**config.mk**
```make
export PLATFORM = sky130hd
export DESIGN_NAME = indexed_min_priority_queue_unit
export DESIGN_NICKNAME = d
export VERILOG_FILES = /design/src/design/imq_pkg.sv /design/src/design/imq_ram.sv /design/src/design/indexed_min_priority_queue_unit.sv
export SDC_FILE = /design/constraint.sdc
export NUM_CORES = 2
export LEC_CHECK = 0
export ABC_AREA = 1
export BUFFER_PORTS_ARGS = -buffer_cell sky130_fd_sc_hd__buf_2
export CAP_MARGIN = 20
export CELL_PAD_IN_SITES_DETAIL_PLACEMENT = 0
export CELL_PAD_IN_SITES_GLOBAL_PLACEMENT = 1
export CORE_ASPECT_RATIO = 0.9
export CORE_MARGIN = 4
export CORE_UTILIZATION = 48
export CTS_CLUSTER_DIAMETER = 200
export DETAILED_ROUTE_END_ITERATION = 10
export PLACE_DENSITY_LB_ADDON = 0.1
export SYNTH_ARGS = -nofsm -noshare
export SYNTH_HDL_FRONTEND = slang
export SYNTH_SLANG_ARGS = --single-unit
```
**constraint.sdc**
```tcl
create_clock -name clock -period 8 [get_ports clock]
set_input_delay 2.4 -clock clock [delete_from_list [all_inputs] [get_ports clock]]
set_output_delay 2.4 -clock clock [all_outputs]
set_load 0.05 [all_outputs]
```
**src/design/imq_pkg.sv**
```systemverilog
// Package for the indexed min priority queue: operation and status codes,
// and the sequencer state type. No dependencies.
package imq_pkg;

   localparam int ID_BITS = 6;
   localparam int ID_SPACE = 64;

   typedef enum logic [1:0] {
      KIND_INSERT   = 2'd0,
      KIND_EXTRACT  = 2'd1,
      KIND_PEEK     = 2'd2,
      KIND_DECREASE = 2'd3
   } kind_type;

   typedef enum logic [1:0] {
      ST_OK      = 2'd0,
      ST_EMPTY   = 2'd1,
      ST_FULL    = 2'd2,
      ST_ABSENT  = 2'd3
   } status_type;

   typedef enum logic [3:0] {
      S_IDLE,
      S_MAP_RD,
      S_DEC_RD,
      S_DEC_CHK,
      S_ROOT_RD,
      S_ROOT_CHK,
      S_LAST_RD,
      S_LAST_WR,
      S_UP_RD,
      S_UP_CMP,
      S_DN_RD,
      S_DN_RD2,
      S_DN_CMP,
      S_CLEAR,
      S_DONE
   } state_type;

endpackage

```
**src/design/imq_ram.sv**
```systemverilog
// Generic single-port synchronous RAM with a registered read.
// No dependencies.
module imq_ram #(
   parameter int WIDTH = 8,
   parameter int DEPTH = 64
) (
   input  logic                     clock,
   input  logic                     we,
   input  logic [$clog2(DEPTH)-1:0] addr,
   input  logic [WIDTH-1:0]         wdata,
   output logic [WIDTH-1:0]         rdata
);
   logic [WIDTH-1:0] mem_ff [DEPTH];

   always_ff @(posedge clock) begin
      if (we) begin
         mem_ff[addr] <= wdata;
      end
      rdata <= mem_ff[addr];
   end
endmodule

```
**src/design/indexed_min_priority_queue_unit.sv**
```systemverilog
// Top level of the indexed min priority queue: sequencer over heap and map RAMs.
// Depends on imq_pkg and imq_ram.
//
// Channel | Direction | Handshake           | Payload
// req     | in        | req_valid/req_ready | req_kind, req_id, req_priority_req
// rsp     | out       | rsp_valid/rsp_ready | rsp_status, rsp_out_priority, rsp_out_id
//
// Insert and decrease sift the entry up one level per step, extract sifts the last
// entry down from the root, peek reads the root; all share the single heap RAM port.
// After reset a clearing pass over all 64 map entries empties the position map before any request.
// One transaction is at work at a time; the result register holds until rsp_ready.
module indexed_min_priority_queue_unit #(
   parameter int CAPACITY = 64,
   parameter int PRIORITY_BITS = 16
) (
   input  logic                     clock,
   input  logic                     reset,
   input  logic                     req_valid,
   output logic                     req_ready,
   input  logic [1:0]               req_kind,
   input  logic [5:0]               req_id,
   input  logic [PRIORITY_BITS-1:0] req_priority_req,
   output logic                     rsp_valid,
   input  logic                     rsp_ready,
   output logic [1:0]               rsp_status,
   output logic [PRIORITY_BITS-1:0] rsp_out_priority,
   output logic [5:0]               rsp_out_id
);
   localparam int AW = $clog2(CAPACITY);
   localparam int CW = $clog2(CAPACITY + 1);
   localparam int HW = PRIORITY_BITS + imq_pkg::ID_BITS;
   localparam int MW = AW + 1;
   localparam int XW = AW + 2;

   imq_pkg::state_type state_ff, state_in;
   logic [CW-1:0] count_ff, count_in;
   logic [AW-1:0] pos_ff, pos_in, oth_ff, oth_in;
   logic [HW-1:0] cur_ff, cur_in, l_ff, l_in;
   logic [1:0]    kind_ff, kind_in;
   logic [5:0]    id_ff, id_in, clr_ff, clr_in;
   logic [PRIORITY_BITS-1:0] pr_ff, pr_in;
   logic          rv_ff, rv_in;
   logic [1:0]    rs_ff, rs_in;
   logic [PRIORITY_BITS-1:0] rp_ff, rp_in;
   logic [5:0]    ri_ff, ri_in;

   logic          h_we, m_we;
   logic [AW-1:0] h_addr;
   logic [HW-1:0] h_wd, h_rd;
   logic [5:0]    m_addr;
   logic [MW-1:0] m_wd, m_rd;

   imq_ram #(.WIDTH(HW), .DEPTH(CAPACITY)) u_heap (
      .clock(clock), .we(h_we), .addr(h_addr), .wdata(h_wd), .rdata(h_rd));
   imq_ram #(.WIDTH(MW), .DEPTH(imq_pkg::ID_SPACE)) u_map (
      .clock(clock), .we(m_we), .addr(m_addr), .wdata(m_wd), .rdata(m_rd));

   function automatic logic [PRIORITY_BITS-1:0] pri(input logic [HW-1:0] e);
      pri = e[HW-1:imq_pkg::ID_BITS];
   endfunction

   logic [XW-1:0] lc, rc;
   logic [PRIORITY_BITS-1:0] best_p;
   logic          take_r;

   always_comb begin
      lc = XW'({pos_ff, 1'b1});
      rc = lc + XW'(1);
      take_r = (rc < XW'(count_ff)) && (pri(h_rd) < pri(cur_ff));
      best_p = take_r ? pri(h_rd) : pri(cur_ff);
   end

   assign req_ready = (state_ff == imq_pkg::S_IDLE) && !rv_ff;

   always_comb begin
      state_in = state_ff;
      count_in = count_ff; pos_in = pos_ff; oth_in = oth_ff;
      cur_in = cur_ff; l_in = l_ff;
      kind_in = kind_ff; id_in = id_ff; pr_in = pr_ff; clr_in = clr_ff;
      rv_in = rv_ff; rs_in = rs_ff; rp_in = rp_ff; ri_in = ri_ff;
      h_we = 1'b0; h_addr = pos_ff; h_wd = cur_ff;
      m_we = 1'b0; m_addr = id_ff; m_wd = {1'b1, pos_ff};
      if (rv_ff && rsp_ready) rv_in = 1'b0;
      unique case (state_ff)
         imq_pkg::S_CLEAR: begin
            m_we = 1'b1; m_addr = clr_ff; m_wd = '0;
            clr_in = clr_ff + 6'd1;
            if (clr_ff == 6'd63) state_in = imq_pkg::S_IDLE;
         end
         imq_pkg::S_IDLE: begin
            if (req_valid && req_ready) begin
               kind_in = req_kind; id_in = req_id;
               pr_in = req_priority_req;
               m_addr = req_id;
               rs_in = imq_pkg::ST_OK; rp_in = '0; ri_in = '0;
               unique case (imq_pkg::kind_type'(req_kind))
                  imq_pkg::KIND_INSERT, imq_pkg::KIND_DECREASE:
                     state_in = imq_pkg::S_MAP_RD;
                  default: begin
                     if (count_ff == '0) begin
                        rs_in = imq_pkg::ST_EMPTY; state_in = imq_pkg::S_DONE;
                     end else begin
                        pos_in = '0; state_in = imq_pkg::S_ROOT_RD;
                     end
                  end
               endcase
            end
         end
         imq_pkg::S_MAP_RD: begin
            if (kind_ff == imq_pkg::KIND_INSERT) begin
               if (m_rd[AW] || count_ff >= CW'(CAPACITY)) begin
                  rs_in = imq_pkg::ST_FULL; state_in = imq_pkg::S_DONE;
               end else begin
                  pos_in = count_ff[AW-1:0];
                  cur_in = {pr_ff, id_ff};
                  count_in = count_ff + CW'(1);
                  state_in = imq_pkg::S_UP_RD;
               end
            end else begin
               if (!m_rd[AW] || CW'(m_rd[AW-1:0]) >= count_ff) begin
                  rs_in = imq_pkg::ST_ABSENT; state_in = imq_pkg::S_DONE;
               end else begin
                  pos_in = m_rd[AW-1:0]; state_in = imq_pkg::S_DEC_RD;
               end
            end
         end
         imq_pkg::S_DEC_RD: begin
            h_addr = pos_ff; state_in = imq_pkg::S_DEC_CHK;
         end
         imq_pkg::S_DEC_CHK: begin
            if (pri(h_rd) <= pr_ff) begin
               rs_in = imq_pkg::ST_ABSENT; state_in = imq_pkg::S_DONE;
            end else begin
               cur_in = {pr_ff, id_ff}; state_in = imq_pkg::S_UP_RD;
            end
         end
         imq_pkg::S_UP_RD: begin
            // Read parent, or finish by writing the entry where it rests.
            if (pos_ff == '0) begin
               h_we = 1'b1; h_addr = pos_ff; h_wd = cur_ff;
               m_we = 1'b1; m_addr = cur_ff[5:0]; m_wd = {1'b1, pos_ff};
               state_in = imq_pkg::S_DONE;
            end else begin
               oth_in = (pos_ff - AW'(1)) >> 1;
               h_addr = (pos_ff - AW'(1)) >> 1;
               state_in = imq_pkg::S_UP_CMP;
            end
         end
         imq_pkg::S_UP_CMP: begin
            if (pri(h_rd) > pri(cur_ff)) begin
               h_we = 1'b1; h_addr = pos_ff; h_wd = h_rd;
               m_we = 1'b1; m_addr = h_rd[5:0]; m_wd = {1'b1, pos_ff};
               pos_in = oth_ff;
            end else begin
               h_we = 1'b1; h_addr = pos_ff; h_wd = cur_ff;
               m_we = 1'b1; m_addr = cur_ff[5:0]; m_wd = {1'b1, pos_ff};
               state_in = imq_pkg::S_DONE;
            end
            if (pri(h_rd) > pri(cur_ff)) state_in = imq_pkg::S_UP_RD;
         end
         imq_pkg::S_ROOT_RD: begin
            h_addr = '0; state_in = imq_pkg::S_ROOT_CHK;
         end
         imq_pkg::S_ROOT_CHK: begin
            rp_in = pri(h_rd); ri_in = h_rd[5:0];
            if (kind_ff == imq_pkg::KIND_PEEK) begin
               state_in = imq_pkg::S_DONE;
            end else begin
               m_we = 1'b1; m_addr = h_rd[5:0]; m_wd = '0;
               count_in = count_ff - CW'(1);
               state_in = (count_ff == CW'(1)) ? imq_pkg::S_DONE : imq_pkg::S_LAST_RD;
            end
         end
         imq_pkg::S_LAST_RD: begin
            h_addr = count_ff[AW-1:0]; state_in = imq_pkg::S_LAST_WR;
         end
         imq_pkg::S_LAST_WR: begin
            cur_in = h_rd; pos_in = '0; state_in = imq_pkg::S_DN_RD;
         end
         imq_pkg::S_DN_RD: begin
            if (lc >= XW'(count_ff)) begin
               h_we = 1'b1; h_addr = pos_ff; h_wd = cur_ff;
               m_we = 1'b1; m_addr = cur_ff[5:0]; m_wd = {1'b1, pos_ff};
               state_in = imq_pkg::S_DONE;
            end else begin
               h_addr = lc[AW-1:0]; state_in = imq_pkg::S_DN_RD2;
            end
         end
         imq_pkg::S_DN_RD2: begin
            l_in = h_rd;
            h_addr = (rc < XW'(count_ff)) ? rc[AW-1:0] : lc[AW-1:0];
            state_in = imq_pkg::S_DN_CMP;
         end
         imq_pkg::S_DN_CMP: begin
            if (pri(l_ff) < best_p || take_r) begin
               h_we = 1'b1; h_addr = pos_ff;
               h_wd = (pri(l_ff) < best_p) ? l_ff : h_rd;
               m_we = 1'b1; m_addr = h_wd[5:0]; m_wd = {1'b1, pos_ff};
               pos_in = (pri(l_ff) < best_p) ? lc[AW-1:0] : rc[AW-1:0];
               state_in = imq_pkg::S_DN_RD;
            end else begin
               h_we = 1'b1; h_addr = pos_ff; h_wd = cur_ff;
               m_we = 1'b1; m_addr = cur_ff[5:0]; m_wd = {1'b1, pos_ff};
               state_in = imq_pkg::S_DONE;
            end
         end
         imq_pkg::S_DONE: begin
            rv_in = 1'b1; state_in = imq_pkg::S_IDLE;
         end
         default: state_in = imq_pkg::S_IDLE;
      endcase
   end

   always_ff @(posedge clock) begin
      if (reset) begin
         state_ff <= imq_pkg::S_CLEAR;
         count_ff <= '0;
         clr_ff <= '0;
         rv_ff <= 1'b0;
      end else begin
         state_ff <= state_in;
         count_ff <= count_in;
         clr_ff <= clr_in;
         rv_ff <= rv_in;
      end
      pos_ff <= pos_in; oth_ff <= oth_in; cur_ff <= cur_in;
      l_ff <= l_in;
      kind_ff <= kind_in; id_ff <= id_in; pr_ff <= pr_in;
      rs_ff <= rs_in; rp_ff <= rp_in; ri_ff <= ri_in;
   end

   assign rsp_valid = rv_ff;
   assign rsp_status = rs_ff;
   assign rsp_out_priority = rp_ff;
   assign rsp_out_id = ri_ff;

   a_count: assert property (@(posedge clock) disable iff (reset)
      count_ff <= CW'(CAPACITY)) else $error("entry count beyond capacity");
   a_busy: assert property (@(posedge clock) disable iff (reset)
      rv_ff |-> state_ff == imq_pkg::S_IDLE) else $error("work while result pending");
   a_hold: assert property (@(posedge clock) disable iff (reset)
      rv_ff && !rsp_ready |=> rv_ff && $stable(rs_ff)) else $error("result dropped");
endmodule
```
**Yosys cells after proc, flatten, opt, wreduce, memory -nomap -nowiden**

Memory sizes are Yosys's and may differ from the RTL's. A register that Yosys moved wholly into a read port is not among the register bits.
Cells that the tools add are included.

- Bits in writable memories: 1856
- Output and inout bits: 26
- Memories kept: 2
- Input port bits: 28
- Bits in registers: 121

Memories:

| name | words | bits a word | rd ports | clocked after Yosys merged registers in | wr ports | RTL line | source |
|---|---|---|---|---|---|---|---|
| u_heap.mem_ff | 64 | 22 | 1 | 1 | 1 | imq_ram.sv:13 | `logic [WIDTH-1:0] mem_ff [DEPTH];` |
| u_map.mem_ff | 64 | 7 | 1 | 1 | 1 | imq_ram.sv:13 |  |

- Add/sub/neg operators: 5
- Bitwise gates (word level): 1
- Reductions and logical operators: 31
- Magnitude comparators: 8
- Muxes and demuxes: 74
- Eq/ne operators: 33

Operators by type and width:

| cell | count |
|---|---|
| 2-to-1 mux 22 bit | 6 |
| 2-to-1 mux 6 bit | 19 |
| case mux 22 bit (3 select lines) | 1 |
| case mux 6 bit (5 select lines) | 2 |
| case mux 4 bit (14 select lines) | 1 |
| case mux 22 bit (2 select lines) | 1 |
| case mux 6 bit (7 select lines) | 1 |
| < comparator 16 bit | 2 |
| 2-to-1 mux 16 bit | 2 |
| 2-to-1 mux 4 bit | 8 |
| case mux 16 bit (2 select lines) | 1 |
| == test 4 bit (second input constant) | 7 |
| 2-to-1 mux 7 bit | 4 |
| case mux 7 bit (2 select lines) | 2 |
| inequality test 2 bit (second input constant) | 10 |
| 2-to-1 mux 3 bit | 6 |
| == test 4 x 3 -> 1 bit (second input constant) | 4 |
| greater-than comparator 16 bit | 1 |
| less-or-equal comparator 16 bit | 1 |
| inequality test 3 bit (second input constant) | 4 |
| case mux 6 bit (2 select lines) | 1 |
| 2-to-1 mux 1 bit | 11 |
| 2-to-1 mux 2 bit | 5 |
| adder 7 x 1 -> 8 bit (second input constant) | 1 |
| 34 further kinds | 51 |

**Logic depth before layout (Yosys ltp)**

- Depth after elaboration: 8
- Gate-level depth with buffers: 41
- Mapped depth without buffers: 35

**Modules after synthesis**

From an unflattened synthesis, not the netlist that was laid out.

- Cells, all modules: 8760
- Area total of the unflattened synthesis: 87227.4 µm²

Modules (own cells, without submodules):

| module | cells each | instances | area each (µm²) |
|---|---|---|---|
| imq_ram (u_heap) | 5828 | 1 | 59557.1 |
| imq_ram (u_map) | 1904 | 1 | 19312.3 |
| indexed_min_priority_queue_unit | 1028 | 1 | 8358.0 |

**Worst setup path after synthesis**

OpenSTA, ideal clock, no wires.

- Path type: register to register
- Start: register pos_ff[1]
- End: memory u_heap.mem_ff[0][13] (netlist name), data pin
- Setup slack: -709 ps
- Cell stages (with the launch flop): 26
- Arrival time: 7701 ps
- Buffers on the path: 4
- Clock period less this slack: 8709 ps
- Cells stage by stage: edfxtp_1 > ha_1 > nand3_1 > xor2_1 > inv_1 > ha_1 > nand2_1 > nor2_1 > nor2_1 > nand2_1 > a21oi_4 > nand3_2 > clkbuf_1 > clkbuf_1 > nand2_1 > o21ai_0 > ha_1 > a21oi_1 > nor2_1 > a211oi_1 > o221a_2 > nand2_2 > buf_6 > inv_4 > buf_6 > o311ai_0

- Word-level cells in the longest chain between the ends: 8

Ends and longest elaborated chain:

| element | RTL line | source |
|---|---|---|
| start: declaration | indexed_min_priority_queue_unit.sv:37 | `logic [AW-1:0] pos_ff, pos_in, oth_ff, oth_in;` |
| start signal: assignment | indexed_min_priority_queue_unit.sv:226 | `pos_ff <= pos_in; oth_ff <= oth_in; cur_ff <= cur_in;` |
| adder 7 x 1 -> 8 bit * | indexed_min_priority_queue_unit.sv:68 | `rc = lc + XW'(1);` |
| < comparator 8 x 7 -> 1 bit * | indexed_min_priority_queue_unit.sv:69 | `take_r = (rc < XW'(count_ff)) && (pri(h_rd) < pri(cur_ff));` |
| logical AND 1 bit * | indexed_min_priority_queue_unit.sv:69 |  |
| 2-to-1 mux 16 bit | indexed_min_priority_queue_unit.sv:70 | `best_p = take_r ? pri(h_rd) : pri(cur_ff);` |
| < comparator 16 bit | indexed_min_priority_queue_unit.sv:195, indexed_min_priority_queue_unit.sv:197 |  |
| 2-to-1 mux 22 bit / logical OR 1 bit (equally long branches) | indexed_min_priority_queue_unit.sv:197, indexed_min_priority_queue_unit.sv:195 |  |
| 2-to-1 mux 22 bit * | indexed_min_priority_queue_unit.sv:195 | `if (pri(l_ff) < best_p \|\| take_r) begin` |
| case mux 22 bit (2 select lines) * | indexed_min_priority_queue_unit.sv:84 | `unique case (state_ff)` |
| net h_wd[13] | indexed_min_priority_queue_unit.sv:49 | `logic [HW-1:0] h_wd, h_rd;` |
| end: declaration | imq_ram.sv:13 |  |

The timed path passes the listed nets; every way through them passes the cells marked *.

**Worst setup path after layout**

- Start: register pos_ff[4]
- End: memory u_map.mem_ff[13][4] (netlist name) (enable)

- Word-level cells in the longest chain between the ends: 8

Ends and longest elaborated chain:

| element | RTL line |
|---|---|
| adder 7 x 1 -> 8 bit | indexed_min_priority_queue_unit.sv:68 |
| < comparator 8 x 7 -> 1 bit | indexed_min_priority_queue_unit.sv:69 |
| logical AND 1 bit | indexed_min_priority_queue_unit.sv:69 |
| 2-to-1 mux 16 bit | indexed_min_priority_queue_unit.sv:70 |
| < comparator 16 bit | indexed_min_priority_queue_unit.sv:195, indexed_min_priority_queue_unit.sv:197 |
| 2-to-1 mux 22 bit / logical OR 1 bit (equally long branches) | indexed_min_priority_queue_unit.sv:197, indexed_min_priority_queue_unit.sv:195 |
| 2-to-1 mux 6 bit | indexed_min_priority_queue_unit.sv:195 |
| case mux 6 bit (7 select lines) | indexed_min_priority_queue_unit.sv:84 |
| end: declaration | imq_ram.sv:13 |

Parallel ways exist; a longest one is shown, timed or not.

==> summary.md <==
| Metric | Value |
|---|---|
| Outcome | finished, final reports clean |
| Initial Util | 0.485 |
| WL per Instance | 27.3 um |
| Post-synthesis area per instance | 13.1 sq um |
| Yosys top cell area share | 0.737 |
| FMAX | 143 MHz |
| Hold Buf Count CTS | 0 |
| Sequential area share after synthesis | 0.749 |
| Vias in the first global route | 47.3k |
| Max incr delay on CP | 0.75 ns |
| First-pass GRT wire length | 338 mm |
| Worst Hold Class | reg2reg |
| CTS Sinks | 2006 |
| Port bufs | 53 |
| Worst Hold Slack | 0.473 ns |
| Slew HR | 0.229 |
| Core area | 0.165 sq mm |
| Register area | 0.0598 sq mm |
| Syn Nets | 6184 |
| Setup Skew | 0.0328 ns |
| Synth area leaders | edfxtp_1 74%, nand2_1 8.6%, a221oi_1 2.2% |
| Yosys top cell by area | edfxtp_1 |
| CP delay by family, top | simple AND/OR/NAND/NOR gates |
| # rows | 141 |
| Final Hold Vio Count | 0 |
| Grt ovf | 0 |
| Crit Path Max Fanout | 25 |
| Final Max Tran Viols | 0 |
| Detailed-placement wirelength estimate | approximately 140 mm |
| Period Utilization, post-route | 0.872 |
| RSZ-0062 raised after global routing | no |
| Setup violators final | 0 |
| Final wirelength | 235 mm |
| Min cycle time layout | 6.97 ns |
| Worst path arrival time | 7.42 ns |
| Cell count after synthesis | just over 6k |
| Drt drc | 0 |
| 1st-iter DRT viols | 5796 |
| CP endpoint kind | flop |
| Slew @ Worst Pin | 1.15 ns |
| Die ar. | between 0.15 and 0.2 sq mm |
| Layout cells sized above 1 | 0.109 |
| Area growth syn-to-layout | 12.9% |
| I/O pins | 54 |
| All-Layer GR Usage | 0.268 |
| Post-synth cell types | 58 |
| CP Buf/Inv Count | 4 |
| CTS max path bufs | 3 |
| Crit path launch type | flop |
| Drt via density | roughly 5.8 |
| Detailed-route via count | approximately 50k |
| CTS resizes | 0 |
| Clock latency at the later pin of the worst-skew pair | 0.83 ns |
| Post-route ant nets | 0 |
| Chip height | 395 um |
| Setup_tns | 0 ns |
| H-Tree Depth | 4 |
| Largest net degree at the start of global routing | 137 |
| Setup Fix Bufs, Post-CTS | 0 |
| Fill cell count | approximately 14k |
| Crit Path Class | reg2reg |
| Clk Tree Root Cell | clkbuf_16 |
| CP required | 8.45 ns |
| CTS tree | built |
| Synth warn | 0 |
| Max cap viols | 0 |
| Most common cell on crit path | nand2_1 |
| Antenna violations before repair | 13 |
| Layout net count | roughly 6.3k |
| CTS clk-pin slew, worst paths | 0.06 ns |
| Length of the first detailed-routing pass in iterations | 6 |
| Multi-input gate area | 0.0184 sq mm |
| Total CTS buffers | between 150 and 200 |
| FF+latch count, synth | 2006 |
| Worst path slowest cell | nor2_1 |
| Die width | 438 um |
| Post-synthesis instance area | 0.0798 sq mm |
| Gpl congestion | 0.898 |
cell usage in the layout (no fill, tap or decap), types with 134 or more instances in the layout:
master / synthesis / routed
a21oi_1: 135 / 134
a221oi_1: 203 / 203
a22o_1: 174 / 174
buf_4: 8 / 170
clkbuf_16: 0 / 200
edfxtp_1: 1959 / 1959
inv_1: 225 / 224
nand2_1: 1837 / 1835
nand3_1: 287 / 284
nor2_1: 270 / 196
o21ai_0: 169 / 167
path summary, 6_finish.rpt:
path,startpoint,to,slack (ns),cells past startpoint
max,pos_ff[4],u_map.mem_ff[13][4],1.03,30
min,clr_ff[2],clr_ff[2],0.47,1
max reg2reg,pos_ff[4],u_map.mem_ff[13][4],1.03,30
min reg2reg,clr_ff[2],clr_ff[2],0.47,1
cell type report:
cell class,count,share of cell area
Antenna cell,8,0.000222
Clock buffer,258,0.0586
Clock inverter,106,0.0111
Inverter,255,0.0111
Multi-Input combinational cell,3536,0.205
Sequential cell,2006,0.663
Tap cell,2216,0.0308
Timing Repair Buffer,237,0.0203
synthesized netlist by cell type (all sizes together):
| cell type | count |
|---|---|
| a22oi | 9 |
| nand2 | 1848 |
| o21ai | 213 |
| a21o | 23 |
| o21a | 8 |
| o211ai | 22 |
| nand4 | 103 |
| xor2 | 9 |
| o22ai | 6 |
| nand3 | 291 |
| ha | 72 |
| a31oi | 6 |
| nor2 | 288 |
| o31ai | 10 |
| edfxtp | 1959 |
| nor3 | 42 |
| inv | 252 |
| o221a | 1 |
| a21oi | 138 |
| o31a | 1 |
| buf | 135 |
| nor4 | 7 |
| nor3b | 1 |
| o2bb2ai | 13 |
| xnor2 | 2 |
| nand3b | 2 |
| o41ai | 7 |
| a221oi | 203 |
| o311ai | 4 |
| a2111oi | 3 |
| clkbuf | 152 |
| clkinv | 3 |
| dfxtp | 47 |
| o221ai | 13 |
| a21boi | 1 |
| a22o | 174 |
| o21bai | 1 |
| o2111ai | 8 |
| a211oi | 7 |
registers in the layout (all words and copies together), names as in the netlist, 4 cells and up:
register	count
u_heap.mem_ff	1408
u_map.mem_ff	448
cur_ff	22
l_ff	22
u_heap.rdata	22
pr_ff	16
rsp_out_priority	16
count_ff	7
u_map.rdata	7
clr_ff	6
id_ff	6
pos_ff	6
rsp_out_id	6
oth_ff	5
state_ff	4
stage by stage:
stage | std cells | setup slack, ns | instance area [sq um] | util
3_3_place_gp | 8249 | 1.10 | 83800 | 0.509
2_1_floorplan | 6084 | -0.709 | 79800 | -
6_report | 8622 | 1.03 | 90100 | 0.547
4_1_cts | 8614 | 1.13 | 90100 | 0.547
3_5_place_dp | 8250 | 1.14 | 83800 | 0.509
5_1_grt | 8614 | 0.411 | 90100 | 0.547
routing by layer:
metal,track usage,wire (um),vias up,part of all wire
met5,0,0,-,0
met4,0.0610,4960,0,0.021
met3,0.0439,19200,289,0.082
met2,0.406,105000,2060,0.45
met1,0.408,105000,25400,0.45
li1,-,-,22500,-
cell families after synthesis:
logic type	after synthesis	synth area share
AOI/OAI and AO/OA	871	0.0780
xor gates and xnor gates	11	0.00121
adders and majority gates	72	0.0113
buffers and inverters	542	0.0275
DFF	2006	0.749
and+or+nand+nor	2582	0.133
Power is not shown: default switching activity piles up to over one toggle a cycle in this logic, so the estimate is an artifact.
